--- config.mk ---
export PLATFORM = sky130hd
export DESIGN_NAME = semaphore_bounded_buffer_top_flat
export DESIGN_NICKNAME = d
export VERILOG_FILES = /design/src/rtl/sbb_pkg.sv /design/src/rtl/sbb_ifs.sv /design/src/rtl/sbb_wait_fifo.sv /design/src/rtl/sbb_item_stack.sv /design/src/rtl/semaphore_bounded_buffer_top.sv /design/src/flat_wrapper.sv
export SDC_FILE = /design/constraint.sdc
export NUM_CORES = 1
export LEC_CHECK = 0
export ABC_AREA = 1
export BUFFER_PORTS_ARGS = -buffer_cell sky130_fd_sc_hd__buf_4
export CORE_ASPECT_RATIO = 0.8
export CORE_MARGIN = 2
export CORE_UTILIZATION = 54
export CTS_CLUSTER_DIAMETER = 200
export DETAILED_ROUTE_END_ITERATION = 10
export HOLD_SLACK_MARGIN = 0.08
export PLACE_DENSITY = 0.87
export SYNTH_ARGS = -nofsm -noshare
export SYNTH_HDL_FRONTEND = slang
export SYNTH_SLANG_ARGS = --single-unit
--- constraint.sdc ---
create_clock -name clk_i -period 3.45 [get_ports clk_i]
set_clock_uncertainty 0.1 [all_clocks]
set_input_delay 0.345 -clock clk_i [delete_from_list [all_inputs] [get_ports clk_i]]
set_output_delay 0.345 -clock clk_i [all_outputs]
set_load 0.005 [all_outputs]
--- src/rtl/sbb_pkg.sv ---
`timescale 1ns / 1ps
`default_nettype none

package sbb_pkg;

  localparam int SEM_W     = 6;
  localparam int CAP_W     = 5;
  localparam int FILL_W    = 5;
  localparam int STATUS_W  = 3;
  localparam int BYTE_W    = 8;
  localparam int PADDR_W   = 3;
  localparam int PDATA_W   = 32;
  localparam int CALC_W    = 10;

  typedef logic signed [SEM_W-1:0] sem_t;

  localparam sem_t SEM_MAX = 6'sd31;
  localparam sem_t SEM_MIN = -6'sd32;

  // Register index of the capacity register, taken from paddr[2].
  localparam logic REG_CAPACITY = 1'b0;

  typedef enum logic [STATUS_W-1:0] {
    ST_PRODUCED = 3'd0,
    ST_CONSUMED = 3'd1,
    ST_BLOCKED  = 3'd2,
    ST_REQUEUED = 3'd3,
    ST_OVERFLOW = 3'd4
  } status_e;

  typedef struct packed {
    logic push;
    logic pop;
  } op_req_t;

  typedef struct packed {
    logic full;
    logic nonempty;
  } wq_stat_t;

  function automatic sem_t sem_dec(input sem_t s);
    sem_t r;
    r = (s == SEM_MIN) ? s : sem_t'(s - 6'sd1);
    return r;
  endfunction

  function automatic sem_t sem_inc(input sem_t s);
    sem_t r;
    r = (s == SEM_MAX) ? s : sem_t'(s + 6'sd1);
    return r;
  endfunction

endpackage

`default_nettype wire

--- src/rtl/sbb_ifs.sv ---
`timescale 1ns / 1ps
`default_nettype none

interface sbb_req_if import sbb_pkg::*; #(
  parameter int ID_BITS = 8
);
  logic               valid;
  logic               ready;
  logic               mode;
  logic [ID_BITS-1:0] proc_id;
  logic [BYTE_W-1:0]  item_byte;
  logic               resumed;

  modport source (output valid, mode, proc_id, item_byte, resumed, input ready);
  modport sink   (input valid, mode, proc_id, item_byte, resumed, output ready);
endinterface

interface sbb_rsp_if import sbb_pkg::*; #(
  parameter int ID_BITS = 8
);
  logic                valid;
  logic                ready;
  logic [STATUS_W-1:0] status;
  logic [ID_BITS-1:0]  served_id;
  logic [BYTE_W-1:0]   taken_byte;
  logic                wake_valid;
  logic [ID_BITS-1:0]  wake_id;
  logic [FILL_W-1:0]   fill_level;

  modport source (output valid, status, served_id, taken_byte, wake_valid, wake_id,
                  fill_level, input ready);
  modport sink   (input valid, status, served_id, taken_byte, wake_valid, wake_id,
                  fill_level, output ready);
endinterface

`default_nettype wire

--- src/rtl/sbb_wait_fifo.sv ---
`timescale 1ns / 1ps
`default_nettype none

module sbb_wait_fifo import sbb_pkg::*; #(
  parameter int WAIT_DEPTH = 16,
  parameter int ID_BITS    = 8
) (
  input  wire logic               clk_i,
  input  wire logic               rst_ni,
  input  wire op_req_t            req_i,
  input  wire logic [ID_BITS-1:0] push_id_i,
  output wq_stat_t                stat_o,
  output logic      [ID_BITS-1:0] head_id_o
);

  localparam int WI = (WAIT_DEPTH > 1) ? $clog2(WAIT_DEPTH) : 1;
  localparam int WC = $clog2(WAIT_DEPTH + 1);
  localparam logic [WI-1:0] LAST = WI'(WAIT_DEPTH - 1);
  localparam logic [WC-1:0] FULL_COUNT = WC'(WAIT_DEPTH);

  logic [ID_BITS-1:0] ids_q [WAIT_DEPTH];
  logic [WI-1:0]      head_q, head_d, tail_q, tail_d;
  logic [WC-1:0]      count_q, count_d;
  logic               do_push, do_pop;

  assign stat_o.full     = (count_q == FULL_COUNT);
  assign stat_o.nonempty = (count_q != '0);
  assign head_id_o       = ids_q[head_q];

  assign do_push = req_i.push && !stat_o.full;
  assign do_pop  = req_i.pop && stat_o.nonempty;

  always_comb begin
    head_d  = head_q;
    tail_d  = tail_q;
    count_d = count_q;
    if (do_push) begin
      tail_d = (tail_q == LAST) ? '0 : WI'(tail_q + 1'b1);
    end
    if (do_pop) begin
      head_d = (head_q == LAST) ? '0 : WI'(head_q + 1'b1);
    end
    if (do_push && !do_pop) begin
      count_d = WC'(count_q + 1'b1);
    end else if (do_pop && !do_push) begin
      count_d = WC'(count_q - 1'b1);
    end
  end

  always_ff @(posedge clk_i or negedge rst_ni) begin
    if (!rst_ni) begin
      head_q  <= '0;
      tail_q  <= '0;
      count_q <= '0;
    end else begin
      head_q  <= head_d;
      tail_q  <= tail_d;
      count_q <= count_d;
    end
  end

  always_ff @(posedge clk_i) begin
    if (do_push) begin
      ids_q[tail_q] <= push_id_i;
    end
  end

endmodule

`default_nettype wire

--- src/rtl/sbb_item_stack.sv ---
`timescale 1ns / 1ps
`default_nettype none

module sbb_item_stack import sbb_pkg::*; #(
  parameter int BUF_DEPTH = 16
) (
  input  wire logic                             clk_i,
  input  wire logic                             rst_ni,
  input  wire op_req_t                          req_i,
  input  wire logic [BYTE_W-1:0]                push_byte_i,
  output logic      [$clog2(BUF_DEPTH+1)-1:0]   count_o,
  output logic      [BYTE_W-1:0]                top_byte_o
);

  localparam int BI = (BUF_DEPTH > 1) ? $clog2(BUF_DEPTH) : 1;
  localparam int CW = $clog2(BUF_DEPTH + 1);

  logic [BYTE_W-1:0] items_q [BUF_DEPTH];
  logic [CW-1:0]     count_q, count_d, top_idx;

  assign top_idx    = CW'(count_q - 1'b1);
  assign top_byte_o = items_q[top_idx[BI-1:0]];
  assign count_o    = count_q;

  always_comb begin
    count_d = count_q;
    if (req_i.push) begin
      count_d = CW'(count_q + 1'b1);
    end else if (req_i.pop) begin
      count_d = CW'(count_q - 1'b1);
    end
  end

  always_ff @(posedge clk_i or negedge rst_ni) begin
    if (!rst_ni) begin
      count_q <= '0;
    end else begin
      count_q <= count_d;
    end
  end

  always_ff @(posedge clk_i) begin
    if (req_i.push) begin
      items_q[count_q[BI-1:0]] <= push_byte_i;
    end
  end

endmodule

`default_nettype wire

--- src/rtl/semaphore_bounded_buffer_top.sv ---
// A request accepted into the input register has its result loaded into the result
// register once that register is empty or its current result is being taken.
// Throughput: one request per cycle while results are taken; the semaphore, stack and
// queue updates all complete in the single step between the input and result registers.
// Reset: asynchronous, active low; clears the stack count, both queues, the
// semaphores (empty to the reset capacity, BUF_DEPTH but at most 16) and all valid flags.
`timescale 1ns / 1ps
`default_nettype none

module semaphore_bounded_buffer_top import sbb_pkg::*; #(
  parameter int BUF_DEPTH  = 16,
  parameter int WAIT_DEPTH = 16,
  parameter int ID_BITS    = 8
) (
  input  wire logic               clk_i,
  input  wire logic               rst_ni,
  sbb_req_if.sink                 req_i,
  sbb_rsp_if.source               rsp_o,
  input  wire logic               psel,
  input  wire logic               penable,
  input  wire logic               pwrite,
  input  wire logic [PADDR_W-1:0] paddr,
  input  wire logic [PDATA_W-1:0] pwdata,
  output logic      [PDATA_W-1:0] prdata,
  output logic                    pready
);

  localparam int CW = $clog2(BUF_DEPTH + 1);
  localparam logic [CAP_W-1:0] CAP_RESET = (BUF_DEPTH < 16) ? CAP_W'(BUF_DEPTH) : 5'd16;
  localparam logic [CALC_W-1:0] DEPTH_C = CALC_W'(BUF_DEPTH);

  // Input register.
  logic               s1_valid_q;
  logic               s1_mode_q;
  logic [ID_BITS-1:0] s1_id_q;
  logic [BYTE_W-1:0]  s1_byte_q;
  logic               s1_resumed_q;
  logic               fire;

  // Control state.
  logic [CAP_W-1:0] cap_q, cap_d;
  sem_t             empty_q, empty_d, full_q, full_d;
  logic             cfg_wr;

  // Result register.
  logic                out_valid_q;
  logic [STATUS_W-1:0] out_status_q;
  logic [ID_BITS-1:0]  out_id_q;
  logic [BYTE_W-1:0]   out_taken_q;
  logic                out_wake_q;
  logic [ID_BITS-1:0]  out_wake_id_q;
  logic [FILL_W-1:0]   out_fill_q;

  // Submodule signals.
  op_req_t            stk_req, pq_req, cq_req;
  wq_stat_t           pq_stat, cq_stat;
  logic [ID_BITS-1:0] pq_head, cq_head;
  logic [CW-1:0]      count;
  logic [BYTE_W-1:0]  top_byte;

  // Step logic.
  logic               consumer;
  sem_t               own_sem, own_dn, other_sem, other_up;
  logic               blocked, can_push, can_pop, work_ok, own_full, wake;
  logic               other_nonempty;
  status_e            status;
  logic [CW-1:0]      count_after;
  logic [ID_BITS-1:0] other_head;

  // Configuration values.
  logic [CAP_W-1:0]         wcap;
  logic signed [CALC_W-1:0] cfg_e;
  sem_t                     cfg_empty, cfg_full;

  assign fire         = s1_valid_q && (!out_valid_q || rsp_o.ready);
  assign req_i.ready  = !s1_valid_q || fire;

  assign consumer  = s1_mode_q;
  assign own_sem   = consumer ? full_q : empty_q;
  assign other_sem = consumer ? empty_q : full_q;
  assign own_dn    = s1_resumed_q ? own_sem : sem_dec(own_sem);
  assign other_up  = sem_inc(other_sem);
  assign blocked   = !s1_resumed_q && own_dn[SEM_W-1];

  assign can_push = (CALC_W'(count) < CALC_W'(cap_q)) && (CALC_W'(count) < DEPTH_C);
  assign can_pop  = (count != '0);
  assign work_ok  = consumer ? can_pop : can_push;
  assign own_full = consumer ? cq_stat.full : pq_stat.full;

  assign other_nonempty = consumer ? pq_stat.nonempty : cq_stat.nonempty;
  assign other_head     = consumer ? pq_head : cq_head;
  assign wake = !blocked && (other_up[SEM_W-1] || (other_up == '0)) && other_nonempty;

  always_comb begin
    if (blocked) begin
      status = own_full ? ST_OVERFLOW : ST_BLOCKED;
    end else if (work_ok) begin
      status = consumer ? ST_CONSUMED : ST_PRODUCED;
    end else begin
      status = own_full ? ST_OVERFLOW : ST_REQUEUED;
    end
  end

  assign stk_req.push = fire && !consumer && !blocked && can_push;
  assign stk_req.pop  = fire && consumer && !blocked && can_pop;
  assign pq_req.push  = fire && !consumer && !(work_ok && !blocked);
  assign pq_req.pop   = fire && consumer && wake;
  assign cq_req.push  = fire && consumer && !(work_ok && !blocked);
  assign cq_req.pop   = fire && !consumer && wake;

  always_comb begin
    count_after = count;
    if (stk_req.push) begin
      count_after = CW'(count + 1'b1);
    end else if (stk_req.pop) begin
      count_after = CW'(count - 1'b1);
    end
  end

  // A capacity write clamps to 1..BUF_DEPTH and rebuilds both semaphores.
  always_comb begin
    wcap = pwdata[CAP_W-1:0];
    if (wcap == '0) begin
      wcap = CAP_W'(1);
    end else if (CALC_W'(wcap) > DEPTH_C) begin
      wcap = CAP_W'(BUF_DEPTH);
    end
    cfg_e = $signed(CALC_W'(wcap)) - $signed(CALC_W'(count));
    if (cfg_e > CALC_W'(SEM_MAX)) begin
      cfg_empty = SEM_MAX;
    end else if (cfg_e < CALC_W'(SEM_MIN)) begin
      cfg_empty = SEM_MIN;
    end else begin
      cfg_empty = cfg_e[SEM_W-1:0];
    end
    cfg_full = (CALC_W'(count) > CALC_W'(SEM_MAX)) ? SEM_MAX : sem_t'(count);
  end

  assign cfg_wr = psel && penable && pwrite && pready && (paddr[2] == REG_CAPACITY);
  assign pready = 1'b1;
  assign prdata = (paddr[2] == REG_CAPACITY) ? PDATA_W'(cap_q) : '0;

  always_comb begin
    cap_d   = cap_q;
    empty_d = empty_q;
    full_d  = full_q;
    if (cfg_wr) begin
      cap_d   = wcap;
      empty_d = cfg_empty;
      full_d  = cfg_full;
    end else if (fire) begin
      if (consumer) begin
        full_d = own_dn;
        if (!blocked) begin
          empty_d = other_up;
        end
      end else begin
        empty_d = own_dn;
        if (!blocked) begin
          full_d = other_up;
        end
      end
    end
  end

  always_ff @(posedge clk_i or negedge rst_ni) begin
    if (!rst_ni) begin
      cap_q       <= CAP_RESET;
      empty_q     <= sem_t'(CAP_RESET);
      full_q      <= '0;
      s1_valid_q  <= 1'b0;
      out_valid_q <= 1'b0;
    end else begin
      cap_q   <= cap_d;
      empty_q <= empty_d;
      full_q  <= full_d;
      if (req_i.ready) begin
        s1_valid_q <= req_i.valid;
      end
      if (fire) begin
        out_valid_q <= 1'b1;
      end else if (rsp_o.ready) begin
        out_valid_q <= 1'b0;
      end
    end
  end

  always_ff @(posedge clk_i) begin
    if (req_i.valid && req_i.ready) begin
      s1_mode_q    <= req_i.mode;
      s1_id_q      <= req_i.proc_id;
      s1_byte_q    <= req_i.item_byte;
      s1_resumed_q <= req_i.resumed;
    end
    if (fire) begin
      out_status_q  <= status;
      out_id_q      <= s1_id_q;
      out_taken_q   <= stk_req.pop ? top_byte : '0;
      out_wake_q    <= wake;
      out_wake_id_q <= wake ? other_head : '0;
      out_fill_q    <= FILL_W'(count_after);
    end
  end

  assign rsp_o.valid      = out_valid_q;
  assign rsp_o.status     = out_status_q;
  assign rsp_o.served_id  = out_id_q;
  assign rsp_o.taken_byte = out_taken_q;
  assign rsp_o.wake_valid = out_wake_q;
  assign rsp_o.wake_id    = out_wake_id_q;
  assign rsp_o.fill_level = out_fill_q;

  sbb_item_stack #(
    .BUF_DEPTH (BUF_DEPTH)
  ) u_stack (
    .clk_i       (clk_i),
    .rst_ni      (rst_ni),
    .req_i       (stk_req),
    .push_byte_i (s1_byte_q),
    .count_o     (count),
    .top_byte_o  (top_byte)
  );

  sbb_wait_fifo #(
    .WAIT_DEPTH (WAIT_DEPTH),
    .ID_BITS    (ID_BITS)
  ) u_prod_q (
    .clk_i     (clk_i),
    .rst_ni    (rst_ni),
    .req_i     (pq_req),
    .push_id_i (s1_id_q),
    .stat_o    (pq_stat),
    .head_id_o (pq_head)
  );

  sbb_wait_fifo #(
    .WAIT_DEPTH (WAIT_DEPTH),
    .ID_BITS    (ID_BITS)
  ) u_cons_q (
    .clk_i     (clk_i),
    .rst_ni    (rst_ni),
    .req_i     (cq_req),
    .push_id_i (s1_id_q),
    .stat_o    (cq_stat),
    .head_id_o (cq_head)
  );

endmodule

`default_nettype wire

--- src/flat_wrapper.sv ---
// flat-port wrapper written by rule: the top's interface ports become plain ports
module semaphore_bounded_buffer_top_flat import sbb_pkg::*;
#(
  parameter int BUF_DEPTH  = 16,
  parameter int WAIT_DEPTH = 16,
  parameter int ID_BITS    = 8
)
  (clk_i, rst_ni, psel, penable, pwrite, paddr, pwdata, prdata, pready, req_i_valid, req_i_mode, req_i_proc_id, req_i_item_byte, req_i_resumed, req_i_ready, rsp_o_valid, rsp_o_status, rsp_o_served_id, rsp_o_taken_byte, rsp_o_wake_valid, rsp_o_wake_id, rsp_o_fill_level, rsp_o_ready);
  sbb_req_if #(.ID_BITS(ID_BITS)) req_i_i ();
  sbb_rsp_if #(.ID_BITS(ID_BITS)) rsp_o_i ();
  input  wire logic clk_i;
  input  wire logic rst_ni;
  input  wire logic psel;
  input  wire logic penable;
  input  wire logic pwrite;
  input  wire logic [PADDR_W-1:0] paddr;
  input  wire logic [PDATA_W-1:0] pwdata;
  output logic      [PDATA_W-1:0] prdata;
  output logic pready;
  input wire logic [$bits(req_i_i.valid)-1:0] req_i_valid;
  input wire logic [$bits(req_i_i.mode)-1:0] req_i_mode;
  input wire logic [$bits(req_i_i.proc_id)-1:0] req_i_proc_id;
  input wire logic [$bits(req_i_i.item_byte)-1:0] req_i_item_byte;
  input wire logic [$bits(req_i_i.resumed)-1:0] req_i_resumed;
  output wire logic [$bits(req_i_i.ready)-1:0] req_i_ready;
  output wire logic [$bits(rsp_o_i.valid)-1:0] rsp_o_valid;
  output wire logic [$bits(rsp_o_i.status)-1:0] rsp_o_status;
  output wire logic [$bits(rsp_o_i.served_id)-1:0] rsp_o_served_id;
  output wire logic [$bits(rsp_o_i.taken_byte)-1:0] rsp_o_taken_byte;
  output wire logic [$bits(rsp_o_i.wake_valid)-1:0] rsp_o_wake_valid;
  output wire logic [$bits(rsp_o_i.wake_id)-1:0] rsp_o_wake_id;
  output wire logic [$bits(rsp_o_i.fill_level)-1:0] rsp_o_fill_level;
  input wire logic [$bits(rsp_o_i.ready)-1:0] rsp_o_ready;
  assign req_i_i.valid = req_i_valid;
  assign req_i_i.mode = req_i_mode;
  assign req_i_i.proc_id = req_i_proc_id;
  assign req_i_i.item_byte = req_i_item_byte;
  assign req_i_i.resumed = req_i_resumed;
  assign req_i_ready = req_i_i.ready;
  assign rsp_o_valid = rsp_o_i.valid;
  assign rsp_o_status = rsp_o_i.status;
  assign rsp_o_served_id = rsp_o_i.served_id;
  assign rsp_o_taken_byte = rsp_o_i.taken_byte;
  assign rsp_o_wake_valid = rsp_o_i.wake_valid;
  assign rsp_o_wake_id = rsp_o_i.wake_id;
  assign rsp_o_fill_level = rsp_o_i.fill_level;
  assign rsp_o_i.ready = rsp_o_ready;
  semaphore_bounded_buffer_top #(.BUF_DEPTH(BUF_DEPTH), .WAIT_DEPTH(WAIT_DEPTH), .ID_BITS(ID_BITS)) u_core (.clk_i(clk_i), .rst_ni(rst_ni), .req_i(req_i_i), .rsp_o(rsp_o_i), .psel(psel), .penable(penable), .pwrite(pwrite), .paddr(paddr), .pwdata(pwdata), .prdata(prdata), .pready(pready));
endmodule
==> qor.txt, run 1 <==
Status - finished, final reports clean
I/O Pins - 128
GRT Util Overall - 0.246
Most crowded layer after global routing - met2
Largest family of logic cells by synthesized area - simple AND/OR/NAND/NOR gates
Synth Area in Adders - 0.0231
Seq/Total Area, Yosys - 0.683
CTS Buffer Depth - 3
Grt met1 use - 0.324
Clk root buf - clkbuf_16
Worst Setup Start Kind - flip-flop
Average wire per standard cell - 20.2 µm
Slew Limit Fails - 0
Gr ovfl total - 0
Critical path depth - 20
Initial antenna violation count - 0
DRC - 0
Slowest CP cell - edfxtp_1
Vias per Instance - 5.95
Post-synthesis compound-gate area fraction - 0.100
Max Cap Violations - 0
Crit-path most repeated cell - nand2_2
GR Layer Usage met3 - 0.0476
Final hold viol count - 0
Vias in the first global route - 14600
Fill cells - 2594
Number of flops mapped to enable cells by yosys - 435
Synth unique cells - 44
Hold path depth - 4
Setup Crit Path Kind - flip-flop to flip-flop
Pleak - 9.22 nW
Routed WL - 50600 µm
CP cell instances - buf_6, clkbuf_16, nand2_1, nand2_2, nand2_2, nor2_4, nand2_2, nand2_2, nand3_4, a21oi_4, nand3_4, ha_4, inv_2, ha_1, a21o_1, a21oi_1, inv_1, o21ai_0, a21oi_1, a21oi_1
Ys async rst share - 0.103
Drt initial violations - 2061
Count of buffers from port buffering - 70
Clk Latency, worst-skew pair - 580 ps
Bufs and invs on worst path - 4
VDD IR max - 544 µV
Rel. slew slack - 0.129
Yosys Warn Count - 0
Fraction of layout cells with a size suffix above 1 - 0.167
CTS Buf Count - 46
# nets final - 2073
Worst hold path class - input port to flip-flop
Predominant post-synthesis flop cell - edfxtp_1
Final setup viols - 0
Met2 usage - 0.406
First-pass GRT wire length - 77800 µm
H-tree levels - 2
Max Fclk - 295 MHz
RD Place Congestion - 0.869
Worst-margin pin slew - 1310 ps
DP Worst Slack - -157 ps
CP endpoint kind - flip-flop
Initial Utilization - 0.548
DR vias - 14900
HPWL after DPL - 30500 µm
Final Cycle Share - 0.981
Slack of the critical path - 64.2 ps
First-pass DRT Iterations - 6
Die Ht - 180 µm
Max FO, Critical Path - 6
Mapped Avg Cell Area - 11.7 µm²
CP arrival - 3770 ps
Data required, critical path - 3830 ps
# rows - 64
ANT cells - 0
R2r worst-path depth - 20
Core area - 38300 µm²
Total Neg Setup Slack - 0 ps
XOR/XNOR share of the synthesized area - 0.00793
Num Clock Sinks - 485
Post-synthesis mux area share - 0.00764
Register bit total from synthesis - 485
Simple-gate share of the synthesized area - 0.134
Syn Inst Count - 1800
Slowest stage delay, CP - 550 ps
Clk slew on worst S/H paths - 60 ps
Min Tclk post-route - 3390 ps
DIE AREA - 40400 µm²
Largest net degree at the start of global routing - 69
Die W - 224 µm
Area delta synth->final - 17.6%
PD cells - 783 nW/µm²
Routed Antenna Nets - 0
CTS tree - yes
Delay-heaviest family, CP - compound AO/OA/AOI/OAI gates
Cell area after synthesis - 21000 µm²
==> tightest hold or removal path: cells and delay by family <==
family                 cells  cell delay (ps)
AND/OR/NAND/NOR            2              350
AO/OA/AOI/OAI              1               70
buffers and inverters      1              100
==> synth_stat cells (6+ instances only) <==
library cell  count  area (µm²)
edfxtp_1        435       13100
nor2_1          303        1140
nand2_1         234         878
o21ai_0         215        1080
inv_1            89         334
clkbuf_1         68         255
nand3_1          58         290
dfrtp_1          48        1200
o22ai_1          42         263
ha_1             34         425
buf_4            32         240
o211ai_1         29         218
a21oi_1          28         140
o221ai_1         23         201
nor3_1           22         110
nand4_1          17         106
mux2i_1          16         160
o32ai_1          13         114
xor2_1           11        96.3
or2_2             9        56.3
xnor2_1           8        70.1
nand2_2           7        43.8
inv_2             6        22.5
nor2_2            6        37.5
==> per-stage QoR <==
step                utilization  power, mW  instances  cell area, µm²  hold WS (ps)
finish                    0.644       19.3       2508           24700           255
global route              0.644       20.2       2508           24700           294
CTS                       0.634       18.9       2494           24300           234
detailed placement        0.586       13.6       2379           22400           338
global placement          0.586       13.3       2379           22400           328
floorplan                     -       11.6       1826           21100         -50.6
==> final timing paths <==
path	to	startpoint	slack, ps
max	u_core.u_cons_q.count_q[3]$_DFFE_PN0P_	u_core.consumer$_DFFE_PP_	60
max in group asynchronous	u_core.u_stack.count_o[0]$_DFF_PN0_	rst_ni	2430
min	u_core.cap_q[2]$_DFFE_PN0P_	penable	250
min in group asynchronous	u_core.rsp_o.valid$_DFFE_PN0P_	rst_ni	260
min reg2reg	u_core.full_q[5]$_DFFE_PN0P_	u_core.full_q[5]$_DFFE_PN0P_	380
max reg2reg	u_core.u_cons_q.count_q[3]$_DFFE_PN0P_	u_core.consumer$_DFFE_PP_	60
==> state kept, by name (all words and copies together) (netlist names), 3 cells and up <==
name	count
u_core.u_cons_q.count_q	5
u_core.rsp_o.status	3
u_core.rsp_o.served_id	8
u_core.u_cons_q.ids_q	128
u_core.u_cons_q.head_q	4
u_core.s1_id_q	8
u_core.rsp_o.fill_level	5
u_core.u_stack.items_q	128
u_core.s1_byte_q	8
u_core.u_prod_q.count_q	5
u_core.u_stack.count_o	5
u_core.u_prod_q.head_q	4
u_core.rsp_o.wake_id	8
u_core.empty_q	6
u_core.cap_q	5
u_core.u_prod_q.tail_q	4
u_core.u_prod_q.ids_q	128
u_core.u_cons_q.tail_q	4
u_core.rsp_o.taken_byte	8
u_core.full_q	6
==> area by class of cell <==
cell class                 count  area, µm²  share of cell area
clock inverter                26        303              0.0123
timing repair buffer         213       1730              0.0701
multi-input combinational   1132       6080               0.246
clock buffer                  59       1240              0.0503
sequential                   485      14300               0.581
tap                          495        619              0.0251
inverter                      98        375              0.0152
==> repair_timing <==
| item | in CTS | in global routing |
|---|---|---|
| pin swaps | 1 | 24 |
| endpoints found under the setup margin | 3 | 5 |
| resized for setup | 6 | 64 |
| hold buffers | 28 | 0 |
| buffers inserted | 2 | 12 |
| endpoints found under the hold margin | 73 | 0 |
| gates cloned | 0 | 2 |
==> kinds of logic after synthesis <==
kind of cell / Yosys count
and+or+nand+nor: 668
DFF: 485
AOI/OAI and AO/OA: 364
buffers and inverters: 209
adders and majority gates: 37
xor gates and xnor gates: 19
muxes: 16
other: 2
==> placed cells by master, fill, tap and decap left out, types with 3 or more instances in the layout <==
master / n
inv_1: 84
nand4_1: 17
nor2_4: 4
inv_6: 3
o221ai_1: 23
conb_1: 28
o22ai_1: 42
nand3_4: 5
xnor2_1: 7
buf_4: 179
ha_1: 29
clkinv_2: 7
or2_2: 9
edfxtp_1: 435
ha_4: 5
nor3_1: 21
clkbuf_16: 49
inv_2: 8
buf_6: 3
dlygate4sd3_1: 28
bufinv_16: 6
clkinv_1: 10
o211ai_1: 29
o21ai_1: 7
nand2_4: 8
nand3_1: 55
nor2_1: 300
inv_4: 3
nand2_1: 218
xor2_1: 11
dfrtp_1: 47
clkbuf_1: 10
o21ai_0: 210
mux2i_1: 16
nand2_2: 19
a21oi_1: 25
nor2_2: 5
o32ai_1: 13
==> metal layers <==
layer  routed length [µm]  vias to the layer above
met4                 1820                        0
met2                24700                      890
li1                     -                     6703
met5                    0                        -
met1                19200                     7176
met3                 4860                      153
==> report_power, final <==
group | switching, mW | internal, mW | leakage [nW]
clock | 2.18 | 3.01 | 0.752
sequential | 0.381 | 6.95 | 4.57
combinational | 4.50 | 2.29 | 3.89
total | 7.06 | 12.2 | 9.22
(Power assumes the default switching activity.)
==> run 2: changes to the inputs <==
--- a/config.mk
+++ b/config.mk
@@ -9,11 +9,11 @@
 export BUFFER_PORTS_ARGS = -buffer_cell sky130_fd_sc_hd__buf_4
 export CORE_ASPECT_RATIO = 0.8
 export CORE_MARGIN = 2
-export CORE_UTILIZATION = 54
+export CORE_UTILIZATION = 49
 export CTS_CLUSTER_DIAMETER = 200
 export DETAILED_ROUTE_END_ITERATION = 10
 export HOLD_SLACK_MARGIN = 0.08
-export PLACE_DENSITY = 0.87
+export PLACE_DENSITY_LB_ADDON = 0.1
 export SYNTH_ARGS = -nofsm -noshare
 export SYNTH_HDL_FRONTEND = slang
 export SYNTH_SLANG_ARGS = --single-unit
==> run 2 against run 1 <==
- worst setup slack better by 84 ps
- critical endpoint is now u_core.u_cons_q.count_q[4]$_DFFE_PN0P_
- critical path type unchanged
- critical path depth increased by 1
- die area increased by 10%
- largest cell class unchanged
- count of clock-buffer cells in the layout is 6 lower
- non-clock buffer count decreased by 15
- clock power is essentially flat
- total power down 2.2%
==> qor.txt, run 2 (synthesis results as in run 1) <==
Final hold viol count - 0
GRT Util Overall - 0.221
Sequential power share - 0.386
CTS Buf Count - 47
Setup Crit Path Kind - flip-flop to flip-flop
Crit-path most repeated cell - nor2_1
RSZ-0062 raised after global routing - yes
P_int - 12.2 mW
Count of buffers from port buffering - 70
Die Ht - 189 µm
Status - finished, final reports clean
Core area - 42100 µm²
PD cells - 774 nW/µm²
Worst hold path class - input port to asynchronous set/reset pin
Gate power share - 0.339
Slew Limit Fails - 0
Initial antenna violation count - 0
Total Neg Setup Slack - 0 ps
CP arrival - 3690 ps
Min Tclk post-route - 3300 ps
Most frequent cells in the layout - edfxtp_1 (435), nor2_1 (303), nand2_1 (233)
Die W - 235 µm
Pleak - 9.09 nW
Max Cap Violations - 0
Largest net degree at the start of global routing - 67
Clk root buf - clkbuf_16
Rel. slew slack - 0.330
Final setup viols - 0
Switching Share - 0.356
# rows - 67
Slowest CP cell - edfxtp_1
DRC - 0
Max FO, Critical Path - 8
Gr ovfl total - 0
Initial Utilization - 0.498
Data required, critical path - 3840 ps
CP cell instances - buf_4, nand2_1, and2_1, ha_1, inv_1, nor2_4, nand4_4, nand3_4, nand2_4, nand2_4, nand2_4, inv_4, ha_2, inv_2, fa_2, a21oi_2, nor2_1, nor2_1, nor2_1, nor2_1, xor2_1
Clk slew on worst S/H paths - 60 ps
DIE AREA - 44500 µm²
Slowest stage delay, CP - 460 ps
First-pass GRT wire length - 76200 µm
# nets final - 2059
Area delta synth->final - 16.4%
Routed Antenna Nets - 0
Clk Latency, worst-skew pair - 570 ps
Clock group share of total power - 0.275
DP Worst Slack - -38.1 ps
Average wire per standard cell - 19.4 µm
Max Fclk - 303 MHz
First-pass DRT Iterations - 5
PnR Total Power - 18.9 mW
Slack of the critical path - 148 ps
CP endpoint kind - flip-flop
I/O Pins - 128
Num Clock Sinks - 485
CTS tree - yes
DR vias - 14000
ANT cells - 0
Vias per Instance - 5.50
Fill cells - 3464
VDD IR max - 467 µV
Routed WL - 49500 µm
Commonest non-fill, non-tap cell in the layout - edfxtp_1
Worst-margin pin slew - 1000 ps
CTS Buffer Depth - 3
Vias in the first global route - 13300
H-tree levels - 2
NetSw - 6.73 mW
Drt initial violations - 1376
Final Cycle Share - 0.957
RD Place Congestion - 0.882
Fraction of layout cells with a size suffix above 1 - 0.145
Worst Setup Start Kind - flip-flop
HPWL after DPL - 30800 µm
-- run 2: per-layer routing --
layer,global-route usage,part of all wire,vias up
li1,-,-,6671
met1,0.341,0.48,6869
met2,0.336,0.45,425
met3,0.0300,0.059,53
met4,0.0512,0.017,0
met5,0,0,-
-- run 2: stage by stage --
step / area (µm²) / utilization / cells / hold slack [ps]
2_1_floorplan: 21100 / - / 1826 / -50.6
3_3_place_gp: 22500 / 0.534 / 2431 / 357
3_5_place_dp: 22500 / 0.534 / 2431 / 356
4_1_cts: 24300 / 0.579 / 2546 / 234
5_1_grt: 24400 / 0.580 / 2550 / 307
6_report: 24400 / 0.580 / 2550 / 271
-- run 2: worst max-delay path: cells and delay by family (launching register included) --
| kind | cells | cell delay (ps) |
|---|---|---|
| AND/OR/NAND/NOR | 12 | 1210 |
| adder cells (fa/ha/maj) | 3 | 710 |
| flip-flops | 1 | 460 |
| buffers and inverters | 4 | 430 |
| XOR/XNOR | 1 | 160 |
| AO/OA/AOI/OAI | 1 | 130 |
-- run 2: cell type report --
class	count	area, µm²	share of cell area
repair buffers	198	1590	0.0651
multi-input cells	1132	5890	0.241
clock buffers	53	1200	0.0491
inverters	98	373	0.0153
flip-flops and latches	485	14300	0.587
clock inverters	32	358	0.0147
well taps	552	691	0.0283
-- run 2: worst paths after layout --
path,slack (ps),startpoint,cells past startpoint,end
max in group asynchronous,2420,rst_ni,2,u_core.u_prod_q.head_q[0]$_DFFE_PN0P_
max,150,u_core.consumer$_DFFE_PP_,21,u_core.u_cons_q.count_q[4]$_DFFE_PN0P_
max reg2reg,150,u_core.consumer$_DFFE_PP_,21,u_core.u_cons_q.count_q[4]$_DFFE_PN0P_
min,270,rst_ni,2,u_core.cap_q[3]$_DFFE_PN0P_
min reg2reg,380,u_core.full_q[5]$_DFFE_PN0P_,2,u_core.full_q[5]$_DFFE_PN0P_
min in group clk_i,270,penable,4,u_core.cap_q[2]$_DFFE_PN0P_
-- run 2: power by group through the flow --
stage | logic (mW) | registers (mW) | clock network, mW
2_1_floorplan | 4.27 | 7.35 | 0
3_3_place_gp | 6.19 | 7.39 | 0
3_5_place_dp | 6.28 | 7.40 | 0
4_1_cts | 6.36 | 7.28 | 5.30
5_1_grt | 7.18 | 7.34 | 5.54
6_report | 6.40 | 7.29 | 5.20
-- run 2: what timing repair did --
item                                   4_1_cts  5_1_grt
setup endpoints to repair                    1       12
hold buffers                                30        0
pin swaps                                    1        3
endpoints found under the hold margin       73        0
setup buffers                                0        4
resized for setup                            4       13
==> run 3: changes to the inputs <==
--- a/config.mk
+++ b/config.mk
@@ -7,9 +7,11 @@
 export LEC_CHECK = 0
 export ABC_AREA = 1
 export BUFFER_PORTS_ARGS = -buffer_cell sky130_fd_sc_hd__buf_4
+export CELL_PAD_IN_SITES_DETAIL_PLACEMENT = 0
+export CELL_PAD_IN_SITES_GLOBAL_PLACEMENT = 2
 export CORE_ASPECT_RATIO = 0.8
 export CORE_MARGIN = 2
-export CORE_UTILIZATION = 49
+export CORE_UTILIZATION = 37
 export CTS_CLUSTER_DIAMETER = 200
 export DETAILED_ROUTE_END_ITERATION = 10
 export HOLD_SLACK_MARGIN = 0.08
==> constraint.sdc (replaced) <==
create_clock -name clk_i -period 2.67 [get_ports clk_i]
set_clock_uncertainty 0.1 [all_clocks]
set_input_delay 0.267 -clock clk_i [delete_from_list [all_inputs] [get_ports clk_i]]
set_output_delay 0.267 -clock clk_i [all_outputs]
set_load 0.005 [all_outputs]
==> run 3 against run 2 <==
- the flow now finishes with violations (negative setup slack)
- total power is 42% higher
- flip-flop and latch count stayed put
- sequential power rose by 30%
- via count up 1.5%
- final cell count increased by 13%
- cell area up 8.3%
- first-iteration DRC count fell by 28%
- clock power increased by 42%
- critical path depth is 2 higher
- worst setup slack lost 720 ps
- hold slack got worse by 140 ps
- non-clock buffer count grew 115
- critical path type unchanged
==> qor.txt, run 3 (synthesis results as in run 1) <==
Clk root buf - clkbuf_16
Max Fclk - 309 MHz
First-pass DRT Iterations - 5
Slew Limit Fails - 0
Fill cells - 5246
Routed Antenna Nets - 0
Initial Utilization - 0.372
Finished Layout Cells - 2880
Count of buffers from port buffering - 70
Num Clock Sinks - 485
# rows - 78
Worst hold path class - input port to flip-flop
Initial antenna violation count - 0
Rel. slew slack - 0.458
Crit-path most repeated cell - inv_4
Worst Setup Start Kind - flip-flop
HPWL after DPL - 35400 µm
Slowest stage delay, CP - 490 ps
VDD IR max - 792 µV
Pleak - 9.95 nW
Final Cycle Share - 1.21
Min Tclk post-route - 3240 ps
Final setup viols - 384
Vias in the first global route - 13800
Die Ht - 217 µm
ANT cells - 0
H-tree levels - 2
Fraction of layout cells with a size suffix above 1 - 0.232
DR vias - 14200
Worst Hold End - u_core.cap_q[2]$_DFFE_PN0P_
Status - finished with violations
Most frequent cells in the layout - edfxtp_1 (435), nor2_1 (286), buf_4 (238)
DP Cell Count - 2738
Failing checks - negative setup slack
Area delta synth->final - 26.0%
Vias per Instance - 4.94
# nets final - 2177
GRT Util Overall - 0.186
PD cells - 1010 nW/µm²
Slack of the critical path - -571 ps
Largest net degree at the start of global routing - 54
CP arrival - 3610 ps
Worst-margin pin slew - 813 ps
Max Cap Violations - 0
Commonest non-fill, non-tap cell in the layout - edfxtp_1
Routed WL - 54900 µm
CP endpoint kind - flip-flop
Slowest CP cell - edfxtp_1
Total Neg Setup Slack - -31280 ps
CP cell instances - clkinv_4, buf_6, nand2_4, and2_4, ha_4, inv_4, nor2_4, nand4_4, nand3_4, nand2_8, nand2_8, nand2_4, inv_4, ha_4, inv_4, fa_2, a21oi_2, nor2_1, nor2_1, nand2_1, nand2_1, nor2_2, xor2_1
CTS Buffer Depth - 3
Clk Latency, worst-skew pair - 590 ps
RSZ-0062 raised after global routing - yes
Drt initial violations - 990
R2R Path Start - u_core.consumer$_DFFE_PP_
CTS Buf Count - 50
Final hold viol count - 0
Core area - 56400 µm²
Average wire per standard cell - 19.1 µm
Clk slew on worst S/H paths - 60 ps
DRC - 0
Gr ovfl total - 0
RD Place Congestion - 0.785
I/O Pins - 128
DIE AREA - 58600 µm²
R2r setup slk - -570 ps
HP Start - penable
Delay-heaviest family, CP - simple AND/OR/NAND/NOR gates
Origin of the worst setup path - u_core.consumer$_DFFE_PP_
CTS tree - yes
Max FO, Critical Path - 8
Setup Crit Path Kind - flip-flop to flip-flop
Hold path depth - 4
Bufs and invs on worst path - 5
Data required, critical path - 3040 ps
First-pass GRT wire length - 83300 µm
Die W - 270 µm
R2r worst-path depth - 23
RR Endpoint - u_core.u_cons_q.count_q[4]$_DFFE_PN0P_
run 3: cell count changes in the layout (fill, tap and decap cells not counted), sizes merged:
cell | before | now
inv | 95 | 92
buf | 168 | 283
clkinvlp | 1 | 2
bufinv | 7 | 10
clkbuf | 53 | 58
clkinv | 27 | 28
run 3: metrics by stage:
stage	util	power [mW]	area [µm²]	hold slack, ps	setup WS (ps)
2_1_floorplan	-	15.3	21400	-129	-417
3_3_place_gp	0.422	19.1	23800	291	-537
3_5_place_dp	0.422	19.1	23800	299	-621
4_1_cts	0.464	26.9	26200	99.2	-474
5_1_grt	0.469	28.5	26400	122	-771
6_report	0.469	26.8	26400	126	-571
run 3: per-layer routing:
metal | vias to the layer above | GRT usage | share of wire
met5 | - | 0 | 0
met4 | 0 | 0.0427 | 0.017
met3 | 64 | 0.0324 | 0.044
met2 | 288 | 0.293 | 0.45
met1 | 6946 | 0.269 | 0.49
li1 | 6926 | - | -
run 3: worst max path at each step:
stage | slack (ps) | cells after the start | end
after floorplan | -420 | 24 | u_core.u_prod_q.count_q[4]$_DFFE_PN0P_
after global routing | -770 | 23 | u_core.u_cons_q.count_q[4]$_DFFE_PN0P_
after global placement | -540 | 19 | u_core.u_cons_q.count_q[3]$_DFFE_PN0P_
after detailed placement | -620 | 19 | u_core.u_cons_q.count_q[3]$_DFFE_PN0P_
after CTS | -470 | 23 | u_core.u_prod_q.count_q[4]$_DFFE_PN0P_
final | -570 | 23 | u_core.u_cons_q.count_q[4]$_DFFE_PN0P_
run 3: worst register-to-register path, cell delays in order, from the launching register on:
cell and delay (ps):
edfxtp_1 490, clkinv_4 180, buf_6 160, nand2_4 40, and2_4 150, ha_4 140
inv_4 30, nor2_4 100, nand4_4 100, nand3_4 140, nand2_8 80, nand2_8 70
nand2_4 60, inv_4 60, ha_4 140, inv_4 50, fa_2 400, a21oi_2 140
nor2_1 50, nor2_1 120, nand2_1 60, nand2_1 70, nor2_2 40, xor2_1 130
run 3: layout make-up:
type,count,area [µm²],share of cell area
clock buffers,58,1300,0.0492
clock inverters,34,427,0.0161
inverters,98,390,0.0148
multi-input cells,1132,6370,0.241
flip-flops and latches,485,14300,0.542
well taps,760,951,0.0360
repair buffers,313,2670,0.101
run 3: where the power goes:
part	internal [mW]	total, mW	switching (mW)
sequential	8.98	9.51	0.533
combinational	3.82	9.87	6.05
clock	4.45	7.39	2.95
run 3: timing repair:
| action | in CTS | in global routing |
|---|---|---|
| hold buffers | 30 | 0 |
| buffers inserted | 11 | 13 |
| pin swaps | 15 | 19 |
| endpoints found under the hold margin | 74 | 0 |
| gates resized for setup | 86 | 42 |
| setup endpoints to repair | 341 | 403 |
